==> config.mk <==
export PLATFORM = sky130hd
export DESIGN_NAME = multi_queue_state_tracker_flat
export DESIGN_NICKNAME = d
export VERILOG_FILES = /design/src/rtl/mqst_pkg.sv /design/src/rtl/mqst_ifs.sv /design/src/rtl/mqst_ctrl.sv /design/src/rtl/mqst_dp.sv /design/src/rtl/multi_queue_state_tracker.sv /design/src/flat_wrapper.sv
export SDC_FILE = /design/constraint.sdc
export NUM_CORES = 1
export LEC_CHECK = 0
export BUFFER_PORTS_ARGS = -buffer_cell sky130_fd_sc_hd__clkbuf_2
export CORE_AREA = 2 2 439 311
export DETAILED_ROUTE_END_ITERATION = 8
export DIE_AREA = 0 0 441 313
export PLACE_DENSITY = 0.59
export SETUP_SLACK_MARGIN = 0.4
export SLEW_MARGIN = 10
export SYNTH_ARGS = -nofsm -noshare
export SYNTH_HDL_FRONTEND = slang
export SYNTH_HIERARCHICAL = 1
export SYNTH_SLANG_ARGS = --single-unit
==> constraint.sdc <==
create_clock -name clk -period 4.95 [get_ports clk]
set_input_delay 0.99 -clock clk [delete_from_list [all_inputs] [get_ports clk]]
set_output_delay 0.99 -clock clk [all_outputs]
set_load 0.02 [all_outputs]
==> src/rtl/mqst_pkg.sv <==
package mqst_pkg;

	// Field widths of the request and response items
	localparam int CMD_W   = 1;
	localparam int IDX_W   = 6;
	localparam int TGT_W   = 3;
	localparam int COUNT_W = 7;

	localparam int NUM_QUEUES       = 6;
	localparam int POOL_ENTRIES_DEF = 64;

	// Command codes
	localparam logic [CMD_W-1:0] CMD_MOVE = 1'b0;
	localparam logic [CMD_W-1:0] CMD_PEEK = 1'b1;

	// State codes: undefined, then the six queue states
	localparam logic [TGT_W-1:0] ST_UNDEF       = 3'd0;
	localparam logic [TGT_W-1:0] ST_FIRST_QUEUE = 3'd1;
	localparam logic [TGT_W-1:0] ST_LAST_QUEUE  = 3'd6;

	// Controller to datapath
	typedef struct packed {
		logic clear;
		logic accept;
		logic detach;
		logic attach;
		logic link;
		logic reply;
	} dp_cmd_t;

	// Datapath to controller
	typedef struct packed {
		logic clear_last;
		logic move_ok;
		logic tgt_queue;
	} dp_sts_t;

	function automatic logic is_queue(input logic [TGT_W-1:0] s);
		return (s >= ST_FIRST_QUEUE) && (s <= ST_LAST_QUEUE);
	endfunction

endpackage

==> src/rtl/mqst_ifs.sv <==
interface mqst_cmd_if import mqst_pkg::*; ();
	logic             valid;
	logic             ready;
	logic [CMD_W-1:0] command;
	logic [IDX_W-1:0] entry_index;
	logic [TGT_W-1:0] target_state;

	modport source(output valid, command, entry_index, target_state, input ready);
	modport sink(input valid, command, entry_index, target_state, output ready);
endinterface

interface mqst_rsp_if import mqst_pkg::*; ();
	logic               valid;
	logic               ready;
	logic               found;
	logic [IDX_W-1:0]   head_entry;
	logic [COUNT_W-1:0] state_count;

	modport source(output valid, found, head_entry, state_count, input ready);
	modport sink(input valid, found, head_entry, state_count, output ready);
endinterface

==> src/rtl/mqst_ctrl.sv <==
module mqst_ctrl import mqst_pkg::*; (
	input  logic    clk,
	input  logic    arst_n,
	input  logic    in_valid,
	output logic    in_ready,
	output logic    out_valid,
	input  logic    out_ready,
	input  dp_sts_t sts,
	output dp_cmd_t ctl
);

	typedef enum logic [5:0] {
		S_CLEAR  = 6'b000001,
		S_IDLE   = 6'b000010,
		S_DETACH = 6'b000100,
		S_ATTACH = 6'b001000,
		S_LINK   = 6'b010000,
		S_REPLY  = 6'b100000
	} fsm_t;

	fsm_t state_q, state_d;
	logic out_valid_q;

	always_comb begin
		ctl        = '0;
		ctl.clear  = (state_q == S_CLEAR);
		ctl.accept = (state_q == S_IDLE) && in_valid;
		ctl.detach = (state_q == S_DETACH);
		ctl.attach = (state_q == S_ATTACH);
		ctl.link   = (state_q == S_LINK);
		ctl.reply  = (state_q == S_REPLY) && (!out_valid_q || out_ready);
	end

	assign in_ready  = (state_q == S_IDLE);
	assign out_valid = out_valid_q;

	always_comb begin
		state_d = state_q;
		case (state_q)
			S_CLEAR: begin
				if (sts.clear_last) state_d = S_IDLE;
			end
			S_IDLE: begin
				if (in_valid) state_d = S_DETACH;
			end
			S_DETACH: begin
				state_d = (sts.move_ok && sts.tgt_queue) ? S_ATTACH : S_REPLY;
			end
			S_ATTACH: state_d = S_LINK;
			S_LINK:   state_d = S_REPLY;
			S_REPLY: begin
				if (!out_valid_q || out_ready) state_d = S_IDLE;
			end
			default:  state_d = S_IDLE;
		endcase
	end

	always_ff @(posedge clk or negedge arst_n) begin
		if (!arst_n) begin
			state_q     <= S_CLEAR;
			out_valid_q <= 1'b0;
		end else begin
			state_q <= state_d;
			if (ctl.reply) out_valid_q <= 1'b1;
			else if (out_ready) out_valid_q <= 1'b0;
		end
	end

endmodule

==> src/rtl/mqst_dp.sv <==
module mqst_dp import mqst_pkg::*; #(
	parameter int POOL_ENTRIES = POOL_ENTRIES_DEF
) (
	input  logic               clk,
	input  logic               arst_n,
	input  dp_cmd_t            ctl,
	output dp_sts_t            sts,
	input  logic [CMD_W-1:0]   in_command,
	input  logic [IDX_W-1:0]   in_entry_index,
	input  logic [TGT_W-1:0]   in_target_state,
	output logic               out_found,
	output logic [IDX_W-1:0]   out_head_entry,
	output logic [COUNT_W-1:0] out_state_count
);

	localparam int AW = $clog2(POOL_ENTRIES);
	localparam int LW = $clog2(POOL_ENTRIES + 1);
	localparam logic [LW-1:0] NULL_LINK = LW'(POOL_ENTRIES);
	localparam logic [AW-1:0] LAST_ADDR = AW'(POOL_ENTRIES - 1);

	logic [TGT_W-1:0] state_mem [POOL_ENTRIES];
	logic [LW-1:0]    next_mem  [POOL_ENTRIES];
	logic [LW-1:0]    prev_mem  [POOL_ENTRIES];

	logic [LW-1:0] list_head_q  [NUM_QUEUES];
	logic [LW-1:0] list_tail_q  [NUM_QUEUES];
	logic [LW-1:0] list_count_q [NUM_QUEUES];

	logic [CMD_W-1:0]   cmd_q;
	logic [IDX_W-1:0]   idx_q;
	logic [TGT_W-1:0]   tgt_q;
	logic [TGT_W-1:0]   state_rd_q;
	logic [LW-1:0]      next_rd_q;
	logic [LW-1:0]      prev_rd_q;
	logic [LW-1:0]      old_tail_q;
	logic [AW-1:0]      clr_addr_q;
	logic               found_q;
	logic [IDX_W-1:0]   head_entry_q;
	logic [COUNT_W-1:0] count_q;

	logic [AW-1:0]    e_addr;
	logic [LW-1:0]    e_link;
	logic             in_range;
	logic             tgt_queue;
	logic             src_queue;
	logic             move_ok;
	logic             p_valid;
	logic             n_valid;
	logic [TGT_W-1:0] qsel;
	logic [LW-1:0]    head_sel;
	logic [LW-1:0]    tail_sel;
	logic [LW-1:0]    count_sel;

	assign e_addr    = AW'(idx_q);
	assign e_link    = LW'(idx_q);
	assign in_range  = int'(idx_q) < POOL_ENTRIES;
	assign tgt_queue = is_queue(tgt_q);
	assign src_queue = is_queue(state_rd_q);
	assign move_ok   = (cmd_q == CMD_MOVE) && in_range && (tgt_q <= ST_LAST_QUEUE)
		&& (state_rd_q != tgt_q);
	assign p_valid   = prev_rd_q < NULL_LINK;
	assign n_valid   = next_rd_q < NULL_LINK;

	// one list port: the old list while unlinking, the target list otherwise
	assign qsel = ctl.detach ? state_rd_q : tgt_q;

	always_comb begin
		head_sel  = NULL_LINK;
		tail_sel  = NULL_LINK;
		count_sel = '0;
		for (int k = 0; k < NUM_QUEUES; k++) begin
			if (qsel == TGT_W'(k + 1)) begin
				head_sel  = list_head_q[k];
				tail_sel  = list_tail_q[k];
				count_sel = list_count_q[k];
			end
		end
	end

	assign sts.clear_last = (clr_addr_q == LAST_ADDR);
	assign sts.move_ok    = move_ok;
	assign sts.tgt_queue  = tgt_queue;

	// list heads, tails and counts
	always_ff @(posedge clk or negedge arst_n) begin
		if (!arst_n) begin
			for (int k = 0; k < NUM_QUEUES; k++) begin
				list_head_q[k]  <= NULL_LINK;
				list_tail_q[k]  <= NULL_LINK;
				list_count_q[k] <= '0;
			end
			clr_addr_q <= '0;
		end else begin
			if (ctl.clear && !sts.clear_last) clr_addr_q <= clr_addr_q + 1'b1;
			for (int k = 0; k < NUM_QUEUES; k++) begin
				if (qsel == TGT_W'(k + 1)) begin
					if (ctl.detach && move_ok && src_queue) begin
						if (!p_valid) list_head_q[k] <= next_rd_q;
						if (!n_valid) list_tail_q[k] <= prev_rd_q;
						if (list_count_q[k] != '0) list_count_q[k] <= list_count_q[k] - 1'b1;
					end
					if (ctl.attach) begin
						if (tail_sel >= NULL_LINK) list_head_q[k] <= e_link;
						list_tail_q[k]  <= e_link;
						list_count_q[k] <= list_count_q[k] + 1'b1;
					end
				end
			end
		end
	end

	// request, read data and response registers
	always_ff @(posedge clk) begin
		if (ctl.accept) begin
			cmd_q <= in_command;
			idx_q <= in_entry_index;
			tgt_q <= in_target_state;
		end
		if (ctl.attach) old_tail_q <= tail_sel;
		if (ctl.reply) begin
			found_q      <= (cmd_q == CMD_PEEK) && tgt_queue && (head_sel < NULL_LINK);
			head_entry_q <= ((cmd_q == CMD_PEEK) && tgt_queue && (head_sel < NULL_LINK))
				? IDX_W'(head_sel) : '0;
			count_q      <= tgt_queue ? COUNT_W'(count_sel) : '0;
		end
	end

	// entry state memory
	always_ff @(posedge clk) begin
		if (ctl.clear) state_mem[clr_addr_q] <= ST_UNDEF;
		else if (ctl.detach && move_ok) state_mem[e_addr] <= tgt_q;
		if (ctl.accept) state_rd_q <= state_mem[AW'(in_entry_index)];
	end

	// forward link memory
	always_ff @(posedge clk) begin
		if (ctl.detach && move_ok && src_queue && p_valid)
			next_mem[AW'(prev_rd_q)] <= next_rd_q;
		else if (ctl.attach)
			next_mem[e_addr] <= NULL_LINK;
		else if (ctl.link && (old_tail_q < NULL_LINK))
			next_mem[AW'(old_tail_q)] <= e_link;
		if (ctl.accept) next_rd_q <= next_mem[AW'(in_entry_index)];
	end

	// backward link memory
	always_ff @(posedge clk) begin
		if (ctl.detach && move_ok && src_queue && n_valid)
			prev_mem[AW'(next_rd_q)] <= prev_rd_q;
		else if (ctl.attach)
			prev_mem[e_addr] <= tail_sel;
		if (ctl.accept) prev_rd_q <= prev_mem[AW'(in_entry_index)];
	end

	assign out_found       = found_q;
	assign out_head_entry  = head_entry_q;
	assign out_state_count = count_q;

endmodule

==> src/rtl/multi_queue_state_tracker.sv <==
// Channel  Dir  Handshake     Payload
// cmd      in   valid/ready   command, entry_index, target_state
// rsp      out  valid/ready   found, head_entry, state_count
//
// A move into a queue steps through accept and read entry, unlink from the old list,
// append at the target tail, link the old tail and respond; the response register is
// loaded at the respond step. A peek, a move to undefined or a move that changes
// nothing skips the append and link steps. cmd.ready is high only while idle, so
// a new request waits until the last has been through its respond step. The link
// memories have one write port each. After reset a sweep over all POOL_ENTRIES
// entries clears the entry state memory; cmd.ready stays low until it finishes. A
// response held by rsp.ready stalls the next request only at its response step.
module multi_queue_state_tracker import mqst_pkg::*; #(
	parameter int POOL_ENTRIES = POOL_ENTRIES_DEF
) (
	input logic       clk,
	input logic       arst_n,
	mqst_cmd_if.sink  cmd,
	mqst_rsp_if.source rsp
);

	// command and status between the sequencer and the list datapath
	dp_cmd_t ctl;
	dp_sts_t sts;

	// sequence each request: accept, unlink, append, link, respond
	mqst_ctrl u_ctrl (
		.clk       (clk),
		.arst_n    (arst_n),
		.in_valid  (cmd.valid),
		.in_ready  (cmd.ready),
		.out_valid (rsp.valid),
		.out_ready (rsp.ready),
		.sts       (sts),
		.ctl       (ctl)
	);

	// hold entry states, link memories, list heads, tails and counts
	mqst_dp #(
		.POOL_ENTRIES(POOL_ENTRIES)
	) u_dp (
		.clk             (clk),
		.arst_n          (arst_n),
		.ctl             (ctl),
		.sts             (sts),
		.in_command      (cmd.command),
		.in_entry_index  (cmd.entry_index),
		.in_target_state (cmd.target_state),
		.out_found       (rsp.found),
		.out_head_entry  (rsp.head_entry),
		.out_state_count (rsp.state_count)
	);

endmodule
==> src/flat_wrapper.sv <==
// flat-port wrapper written by rule: the top's interface ports become plain ports
module multi_queue_state_tracker_flat import mqst_pkg::*;
#(
	parameter int POOL_ENTRIES = POOL_ENTRIES_DEF
)
  (clk, arst_n, cmd_valid, cmd_command, cmd_entry_index, cmd_target_state, cmd_ready, rsp_valid, rsp_found, rsp_head_entry, rsp_state_count, rsp_ready);
  mqst_cmd_if cmd_i ();
  mqst_rsp_if rsp_i ();
  input logic clk;
  input logic arst_n;
  input wire logic [$bits(cmd_i.valid)-1:0] cmd_valid;
  input wire logic [$bits(cmd_i.command)-1:0] cmd_command;
  input wire logic [$bits(cmd_i.entry_index)-1:0] cmd_entry_index;
  input wire logic [$bits(cmd_i.target_state)-1:0] cmd_target_state;
  output wire logic [$bits(cmd_i.ready)-1:0] cmd_ready;
  output wire logic [$bits(rsp_i.valid)-1:0] rsp_valid;
  output wire logic [$bits(rsp_i.found)-1:0] rsp_found;
  output wire logic [$bits(rsp_i.head_entry)-1:0] rsp_head_entry;
  output wire logic [$bits(rsp_i.state_count)-1:0] rsp_state_count;
  input wire logic [$bits(rsp_i.ready)-1:0] rsp_ready;
  assign cmd_i.valid = cmd_valid;
  assign cmd_i.command = cmd_command;
  assign cmd_i.entry_index = cmd_entry_index;
  assign cmd_i.target_state = cmd_target_state;
  assign cmd_ready = cmd_i.ready;
  assign rsp_valid = rsp_i.valid;
  assign rsp_found = rsp_i.found;
  assign rsp_head_entry = rsp_i.head_entry;
  assign rsp_state_count = rsp_i.state_count;
  assign rsp_i.ready = rsp_ready;
  multi_queue_state_tracker #(.POOL_ENTRIES(POOL_ENTRIES)) u_core (.clk(clk), .arst_n(arst_n), .cmd(cmd_i), .rsp(rsp_i));
endmodule
== Word level (Yosys, flattened, before mapping) ==
Memories as Yosys holds them, arrays and structs flattened. A register that Yosys moved wholly into a read port is not among the register bits.
Index checks and enable logic that the tools add are counted.

* Flip-flop bits (word level): 170
* Memory bits (writable): 1088
* Input port bits: 14
* Output and inout port bits: 16
* Logic and storage cells: 222
* Memories: 3

* Add/sub/neg operators: 13
* Magnitude comparators: 9
* Equality and inequality tests: 18
* Multiplexer cells: 101
* Bitwise operators: 1
* Reduce and logical (&&, ||, !) cells: 49

{| class="wikitable"
|+ Memories
! name !! words !! width !! rd ports !! clocked after memory_dff !! write ports !! RTL line !! text
|-
| u_core.u_dp.next_mem || 64 || 7 || 1 || 1 || 1 || mqst_dp.sv:22 || <nowiki>logic [LW-1:0] next_mem [POOL_ENTRIES];</nowiki>
|-
| u_core.u_dp.prev_mem || 64 || 7 || 1 || 1 || 1 || mqst_dp.sv:23 || <nowiki>logic [LW-1:0] prev_mem [POOL_ENTRIES];</nowiki>
|-
| u_core.u_dp.state_mem || 64 || 3 || 1 || 1 || 1 || mqst_dp.sv:21 || <nowiki>logic [TGT_W-1:0] state_mem [POOL_ENTRIES];</nowiki>
|}

{| class="wikitable"
|+ Operators with widths
! cell !! number
|-
| two-way mux 7 bit || 66
|-
| two-way mux 6 bit || 8
|-
| adder 7 x 1 -> 7 bit, second input constant || 6
|-
| nonzero test 7 bit || 6
|-
| subtractor 7 x 1 -> 7 bit, second input constant || 6
|-
| AND reduction 3 bit || 13
|-
| one-hot mux 6 bit (6 select lines) || 1
|-
| < comparator 7 bit, second input constant || 4
|-
| two-way mux 1 bit || 24
|-
| OR reduction 7 bit || 3
|-
| nonzero test 2 bit || 8
|-
| logical AND 1 bit || 15
|-
| == test 6 bit, second input constant || 2
|-
| == test 3 bit, second input constant || 3
|-
| >= comparator 7 bit, second input constant || 1
|-
| adder 6 x 1 -> 6 bit, second input constant || 1
|-
| == test 3 x 2 -> 1 bit, second input constant || 2
|-
| == test 6 x 1 -> 1 bit, second input constant || 1
|-
| == test 6 x 2 -> 1 bit, second input constant || 1
|-
| == test 6 x 3 -> 1 bit, second input constant || 1
|-
| == test 6 x 4 -> 1 bit, second input constant || 1
|-
| == test 6 x 5 -> 1 bit, second input constant || 1
|-
| >= comparator 3 x 1 -> 1 bit, second input constant || 2
|-
| less-or-equal comparator 3 bit, second input constant || 2
|-
| other kinds (9) || 13
|}

== Depth between registers and ports, before layout ==
Gate-level depths: netlist (run 1).

* Depth in word-level cells: 12
* Gate-level depth with buffers: 13
* Mapped depth without buffers: 10

== Modules after synthesis ==
Netlist (run 1), hierarchy kept.

{| class="wikitable"
|+ Modules (own cells, without submodules)
! module !! times used !! cells an instance !! area each (um^2) !! seq. area each (um^2)
|-
| mqst_dp || 1 || 2946 || 52836.9 || 37430.9
|-
| mqst_ctrl || 1 || 40 || 376.6 || 176.4
|}

== Least setup slack after synthesis (run 1) ==
Ideal clock, no wire load.

* Path type: reg-to-reg
* Start: reg u_core.u_ctrl.state_q[1]
* End: mem u_core/u_dp/prev_mem[0][6] (netlist bit), data pin
* Setup time: 0.702 ns
* Arrival time: 4.774 ns
* Required time: 4.248 ns
* Slack: -0.526 ns
* Cell stages (with the launch flop): 9
* Buffers on the path: 2
* Period minus slack after synthesis: 5.476 ns
* Cell sequence: dfrtp_1 > or4_1 > nor2b_1 > buf_6 > inv_1 > a311oi_1 > a31oi_1 > clkbuf_1 > o21ai_0

{| class="wikitable"
|+ RTL lines
! what !! RTL line !! text
|-
| start: declaration || mqst_ctrl.sv:21 || <nowiki>fsm_t state_q, state_d;</nowiki>
|-
| start signal: assignment || mqst_ctrl.sv:63 || <nowiki>state_q <= state_d;</nowiki>
|-
| end: declaration || mqst_dp.sv:23 ||
|}

==> impl_results.md, run 1 <==
- Status: finished clean
- Top cells by area, synth: edfxtp_1, mux4_2, dfrtp_1, nor2_1, a21oi_1
- Fillcell total: roughly 11000
- Vias in the first global route: approximately 28000
- Multi-input logic area: about 15000 sq um
- Total grt overflow: 0
- Critical Path AT: between 4000 and 5000 ps
- Clock root buffer: clkbuf_16
- Power Dens Cells: about 420 nW/um^2
- Avg Cell Area, Syn: 17.8 sq um
- Worst vdd ir: ~0.36 mV
- Final wirelength: 133 mm
- Worst Max-Slew Pin Slew: 1280 ps
- CP Launch Type: flip-flop
- Initial Utilization: around two fifths
- DP Worst Slack: 349 ps
- FF-to-FF path depth: 9
- Core Footprint: between 100000 and 150000 sq um
- Vias per Instance: 5.76
- Area leader, netlist: edfxtp_1
- Mapped cell area: 53200 sq um
- Final setup fails: 0
- H-tree depth: 3
- Die W: around 440 um
- Seq cells post-synth: between 1000 and 1500
- # clock sinks: roughly 1300
- P_leak: about 0.020 uW
- Ports: 30
- R2R Setup Slk: between 500 and 600 ps
- Initial drt markers: approximately 3400
- FF-to-FF End: u_core/u_dp/next_mem[13][4]
- Port Buffers: 29
- NumNets Final: 3191
- Skew-Pair Late Insertion Delay: approximately 750 ps
- Share of the yosys chip area belonging to registers: 70.7%
- # DRC: 0
- Layout cells sized above 1: between 20% and 30%
- Maximum number of pins on one net before global-route repair: 92
- Worst-path fanout max: 11
- Tmin final: 4350 ps
- Fin. Hold Viols: 0
- Worst setup startpoint: u_core/u_ctrl/state_q[1]
- Synth unique cells: 81
- Routed Antenna Nets: 0
- Tcrit/Tclk final: between 80% and 90%
- Max Freq: between 200 and 250 MHz
- HP Class: input pin to async pin
- Num rows: between 100 and 150
- Fraction of registers with async set/reset: 10.9%
- Post-route setup TNS: 0 ps
- Die area: around 140000 sq um
- P&R area growth vs syn: 13.0%
- CP endpoint kind: flip-flop
- Die Ht: 313 um
- Mean routed wirelength per cell: between 20 and 30 um
- Skew final: 27.6 ps
- Drt pass-1 iters: 5
- Initial antenna violation count: 3
- Setup slack after layout: between 500 and 600 ps
- CP Class: flip-flop to flip-flop
- GRT Total Usage: between 15 and 20%
- Yosys warning count: 6
- EDFF count, synth: about 1100
- Headroom to the max-slew limit: a little over an eighth
- Req. time, crit path: 5310 ps
- Post-Syn Nets: between 3000 and 4000
- RSZ-0062 raised after global routing: true
- Via count: around 29000
- Dpl hpwl: approximately 86 mm
- Synth Instances: between 2000 and 3000
- CTS tree: built
- Global-route wire length before repair: a little under 200 mm
- Routability Congestion: 0.879
- Count leader, synth: edfxtp_1
- Total CTS buffers: between 100 and 150
- Final Max Tran Viols: 0
- Ys flop type: edfxtp_1
- Post-synth top area share: 64.1%
- Post-CTS Hold Fix Bufs: 0
- Register area: about 38000 sq um
- Clk buf depth: 3
- Post-synth top cells: edfxtp_1, mux4_2, nor2_1
- Max Cap Viol: 0
- Crit Reg-Reg Startpoint: u_core/u_ctrl/state_q[1]
- Clk slew on worst S/H paths: 70 ps
==> layer usage <==
metal  track usage, %  part of all wire (%)
met5                0                     0
met4             3.83                   1.8
met3             5.20                   8.7
met2             26.8                    43
met1             30.3                    46
==> power by group <==
group | switching [uW] | leakage (uW) | internal, uW | total [uW]
registers | 398 | 0.0125 | 12600 | 13000
clock network | 3950 | 0.00176 | 4830 | 8780
logic | 2290 | 0.00584 | 1030 | 3320
==> critical path, stage by stage, from the launching register on <==
cell     delay, ps
dfrtp_1        430
or4_1          610
nor2b_2        330
inv_1          110
nor4_1         530
nand2_1        390
a22oi_4        380
buf_4          200
nand3_1        300
nor2_1         690
==> through the flow <==
step | area [sq um] | hold slack (ps) | util [%] | instances | total power (uW)
after floorplan | 53200 | 458 | - | 2986 | 15000
after global placement | 56500 | 477 | 42.1 | 4804 | 16500
after detailed placement | 56500 | 482 | 42.1 | 4804 | 16500
after CTS | 60100 | 342 | 44.8 | 5018 | 25300
after global routing | 60100 | 389 | 44.8 | 5019 | 26000
final | 60100 | 355 | 44.8 | 5019 | 25100
==> flip-flops by register name (all words and copies together) (netlist names), 7 cells and up <==
| name | flops |
|---|---|
| u_core/u_dp/prev_rd_q | 7 |
| u_core/u_dp/prev_mem | 448 |
| u_core/u_dp/next_mem | 448 |
| u_core/u_dp/next_rd_q | 7 |
| u_core/u_dp/state_mem | 192 |
| u_core/u_dp/old_tail_q | 7 |
| u_core/u_dp/out_state_count | 7 |
| u_core/u_dp/list_tail_q | 42 |
| u_core/u_dp/list_head_q | 42 |
| u_core/u_dp/list_count_q | 42 |
==> layout by cell type (no fill, tap or decap), drive strengths merged, types with 12 or more instances in the layout <==
cell and instances:
a21oi 150, a21o 18, a211oi 31, o32ai 16, dfstp 13, dfrtp 126, a221oi 24, o21ai 61
a22oi 18, edfxtp 1136, nand2 156, o22ai 15, nor4 28, ha 31, and2 12, nor3 64
mux4 334, nand3 23, mux2 39, mux2i 38, buf 182, o21bai 12, a31oi 21, xnor2 32
nor2 221, inv 51, nor2b 14, clkbuf 168, clkinv 49
==> area by class of cell <==
class | instances | share of cell area [%]
diodes | 1 | 0.00416
clock buffers | 144 | 5.07
clock inverters | 69 | 0.990
inverters | 48 | 0.300
multi-input cells | 1494 | 24.6
flip-flops and latches | 1275 | 62.5
well taps | 1782 | 3.71
repair buffers | 206 | 2.79
==> timing repair <==
item                       4_1_cts  5_1_grt
setup buffers                    1        0
pin swaps                        1        0
resized for setup                3        2
setup endpoints to repair       26      165
==> worst max-delay path by stage <==
stage	endpoint	slack, ps	cells after the start
finish	u_core/u_dp/next_mem[13][4]	600	9
global route	u_core/u_dp/next_mem[14][6]	370	10
CTS	u_core/u_dp/next_mem[13][4]	490	9
detailed placement	u_core/u_dp/next_mem[38][6]	350	9
global placement	u_core/u_dp/next_mem[4][1]	350	10
floorplan	u_core/u_dp/list_count_q[20]	570	13
==> logic make-up (layout without fill, tap and decap cells) <==
| group | after synthesis | after routing | synth area share (%) |
|---|---|---|---|
| flip-flops | 1275 | 1275 | 70.7 |
| AND/OR/NAND/NOR | 576 | 576 | 4.90 |
| AO/OA/AOI/OAI | 429 | 429 | 5.39 |
| multiplexers | 411 | 411 | 15.7 |
| buffers and inverters | 217 | 467 | 1.71 |
| XOR/XNOR | 41 | 41 | 0.675 |
| adder cells (fa/ha/maj) | 37 | 37 | 0.955 |
| other | 0 | 1 | 0 |
Note: power is estimated with default switching activity, not from simulation.
==> inputs of run 2 (changes only) <==
Settings changed: CELL_PAD_IN_SITES_DETAIL_PLACEMENT set to 1, CELL_PAD_IN_SITES_GLOBAL_PLACEMENT set to 1, PLACE_DENSITY 0.59 to 0.66.
==> run 2 against run 1 <==
Compared with the run above:
- global-route usage up 1.9 points
- clock-buffer cell count rose by 1
- via count rose by 3.0%
- cell area grew 0.19%
- register-to-register slack got worse by 90 ps
- sequential cell count unchanged
- core utilization increased by 0.087 points
==> impl_results.md, run 2 (synthesized netlist as in run 1, its figures left out) <==
- Status: finished clean
- GR met1 Demand/Resource: 32.0% (+1.8 points)
- RSZ-0062 raised after global routing: true
- # DRC: 0 (unchanged)
- Crit Reg-Reg Startpoint: u_core/u_ctrl/state_q[1]
- Skew-Pair Late Insertion Delay: 750 ps (about the same)
- Headroom to the max-slew limit: 19.8% (+6.3 points)
- Layout cells sized above 1: 24.5% (about the same)
- Final setup fails: 0 (unchanged)
- Initial antenna violation count: 3 (unchanged)
- CTS tree: built
- Req. time, crit path: 5320 ps (about the same)
- Critical-path top delay cell: nor2_1
- Flop pwr share: 51.2% (-0.6 points)
- Met3 GRT Util: 4.13% (-1.1 points)
- P&R area growth vs syn: 13.2%
- Switch share: 26.8% (+0.40 points)
- Total grt overflow: 0 (unchanged)
- Tcrit/Tclk final: 89.8% (+1.9 points)
- CP Launch Type: flip-flop
- Routed Antenna Nets: 0 (unchanged)
- Max Freq: 225 MHz (-2.1%)
- Num rows: 113 (unchanged)
- Die area: 138000 sq um (unchanged)
- Via count: 29800 (+3.0%)
- Port Buffers: 29 (unchanged)
- NetSw: 6840 uW (+2.9%)
- Met2 Use GR: 31.7% (+4.9 points)
- Critical path's top delay family: simple AND/OR/NAND/NOR gates
- Global-route wire length before repair: 216 mm (+10%)
- Core Footprint: 134000 sq um (unchanged)
- Total CTS buffers: 116 (+0.87%)
- Vias in the first global route: 31418 (+11%)
- Worst Path Buf+Inv: 2 (unchanged)
- Worst vdd ir: 0.320 mV (-11%)
- Maximum number of pins on one net before global-route repair: 86 (-6.5%)
- Initial Utilization: 39.7% (unchanged)
- Register area: 37600 sq um (unchanged)
- Post-route setup TNS: 0 ps (unchanged)
- CP max stage delay: 680 ps (about the same)
- NumNets Final: 3183 (-0.25%)
- Most frequent cells in the layout: edfxtp_1, mux4_2, nor2_1
- Final Max Tran Viols: 0 (unchanged)
- Routability Congestion: 0.873 (-0.67%)
- Worst Max-Slew Pin Slew: 1200 ps (-80.6 ps)
- Cell Chain, Critical Path: or4_1, nor2b_1, buf_4, inv_1, nor4_1, nand2_1, a32oi_1, o211ai_2, nor2_1
- Skew final: 23.9 ps (-3.69 ps)
- HP Class: input pin to async pin
- Clock power frac: 35.8% (+0.9 points)
- H-tree depth: 3 (unchanged)
- Max Cap Viol: 0 (unchanged)
- Drt pass-1 iters: 5 (unchanged)
- CP Class: flip-flop to flip-flop
- Post-CTS Hold Fix Bufs: 0 (unchanged)
- FF-to-FF End: u_core/u_dp/next_mem[15][1]
- Ports: 30 (unchanged)
- Biggest regs: u_core/u_dp/next_mem: 448 flops, u_core/u_dp/prev_mem: 448 flops, u_core/u_dp/state_mem: 192 flops
- GRT Total Usage: 21.1% (+1.9 points)
- Critical Path AT: 4820 ps (+110 ps)
- Mean routed wirelength per cell: 28.8 um (+8.5%)
- Dpl hpwl: 94.1 mm (+9.3%)
- Multi-input logic area: 14800 sq um (about the same)
- Final wirelength: 144 mm (+8.5%)
- CP endpoint kind: flip-flop
- Power Dens Cells: 423 nW/um^2 (+1.2%)
- Pint: 18600 uW (+0.81%)
- Clk slew on worst S/H paths: 60 ps (about the same)
- R2R Setup Slk: 500 ps (-90 ps)
- Fin. Hold Viols: 0 (unchanged)
- Vias per Instance: 5.94 (+3.0%)
- Worst-path fanout max: 16 (+5)
- # clock sinks: 1275 (unchanged)
- Tmin final: 4450 ps (+93.0 ps)
- Die Ht: 313 um (unchanged)
- Most common cell after layout, fill and taps aside: edfxtp_1
- Final core utilization: 44.9% (+0.087 points)
- Clk buf depth: 3 (unchanged)
- Clock root buffer: clkbuf_16
- P_leak: 0.0201 uW (+0.13%)
- Fillcell total: 12750 (+12%)
- Die W: 441 um (unchanged)
- Top Usage Layer GRT: met1
- Initial drt markers: 3442 (+1.0%)
- Logic gate share of total power: 13.0% (-0.2 points)
- FF-to-FF path depth: 9 (unchanged)
- Total power: 25500 uW (+1.4%)
[run 2: changes by cell type in the layout (fill, tap and decap cells not counted), moves of 2 or more]
| cell | change |
|---|---|
| nor3_1 | +2 |
| buf_4 | -11 |
| nor3_2 | -2 |
| clkinv_8 | +3 |
| bufinv_16 | +3 |
| clkinvlp_4 | +7 |
| clkinv_2 | -2 |
| clkinv_1 | -5 |
[run 2: stage by stage]
| stage | hold WS (ps) | setup WS, ps | cells | area [sq um] |
|---|---|---|---|---|
| detailed placement | 490 | 463 | 4794 | 56400 |
| CTS | 329 | 451 | 5015 | 60200 |
| floorplan | 458 | 570 | 2986 | 53200 |
| global placement | 487 | 608 | 4794 | 56400 |
| finish | 299 | 505 | 5019 | 60300 |
| global route | 361 | 294 | 5017 | 60300 |
[run 2: power groups by stage]
stage          Clock (uW)  Sequential [uW]  Combinational, uW
4_1_cts              9310            13000               3290
3_5_place_dp            0            13300               3280
5_1_grt              9670            13100               3550
3_3_place_gp            0            13200               3110
6_report             9110            13100               3310
2_1_floorplan           0            13000               2000
[run 2: cell type report]
cell class / instances / share of cell area, %
inverter: 48 / 0.299
tap: 1782 / 3.70
antenna: 2 / 0.00831
clock inverter: 76 / 1.30
multi-input combinational: 1494 / 24.5
clock buffer: 145 / 5.05
timing repair buffer: 197 / 2.69
sequential: 1275 / 62.4
[run 2: metal layers]
layer / wire, um / share of wire [%]
met1: 64800 / 45
met2: 66000 / 46
met3: 10900 / 7.6
met4: 2620 / 1.8
met5: 0 / 0
[run 2: how the worst max path moves through the flow]
stage,start,to,slack (ps),cells past startpoint
4_1_cts,u_core/u_ctrl/state_q[1],u_core/u_dp/next_mem[32][6],450,11
3_3_place_gp,u_core/u_ctrl/state_q[1],u_core/u_dp/next_mem[37][3],610,11
6_report,u_core/u_ctrl/state_q[1],u_core/u_dp/next_mem[15][1],500,9
3_5_place_dp,u_core/u_ctrl/state_q[1],u_core/u_dp/next_mem[32][3],460,11
5_1_grt,u_core/u_ctrl/state_q[1],u_core/u_dp/next_mem[27][1],290,9
2_1_floorplan,u_core/u_ctrl/state_q[0],u_core/u_dp/list_count_q[20],570,13
[run 2: worst reg2reg max path, cell delays in order (launching register included)]
cell and delay, ps:
dfrtp_1 440, or4_1 590, nor2b_1 140, buf_4 220, inv_1 80, nor4_1 580, nand2_1 420, a32oi_1 370
o211ai_2 530, nor2_1 700
[run 2: what timing repair did]
item | in CTS | in global routing
endpoints found under the setup margin | 0 | 94
setup buffers | 0 | 1
gates resized for setup | 0 | 3
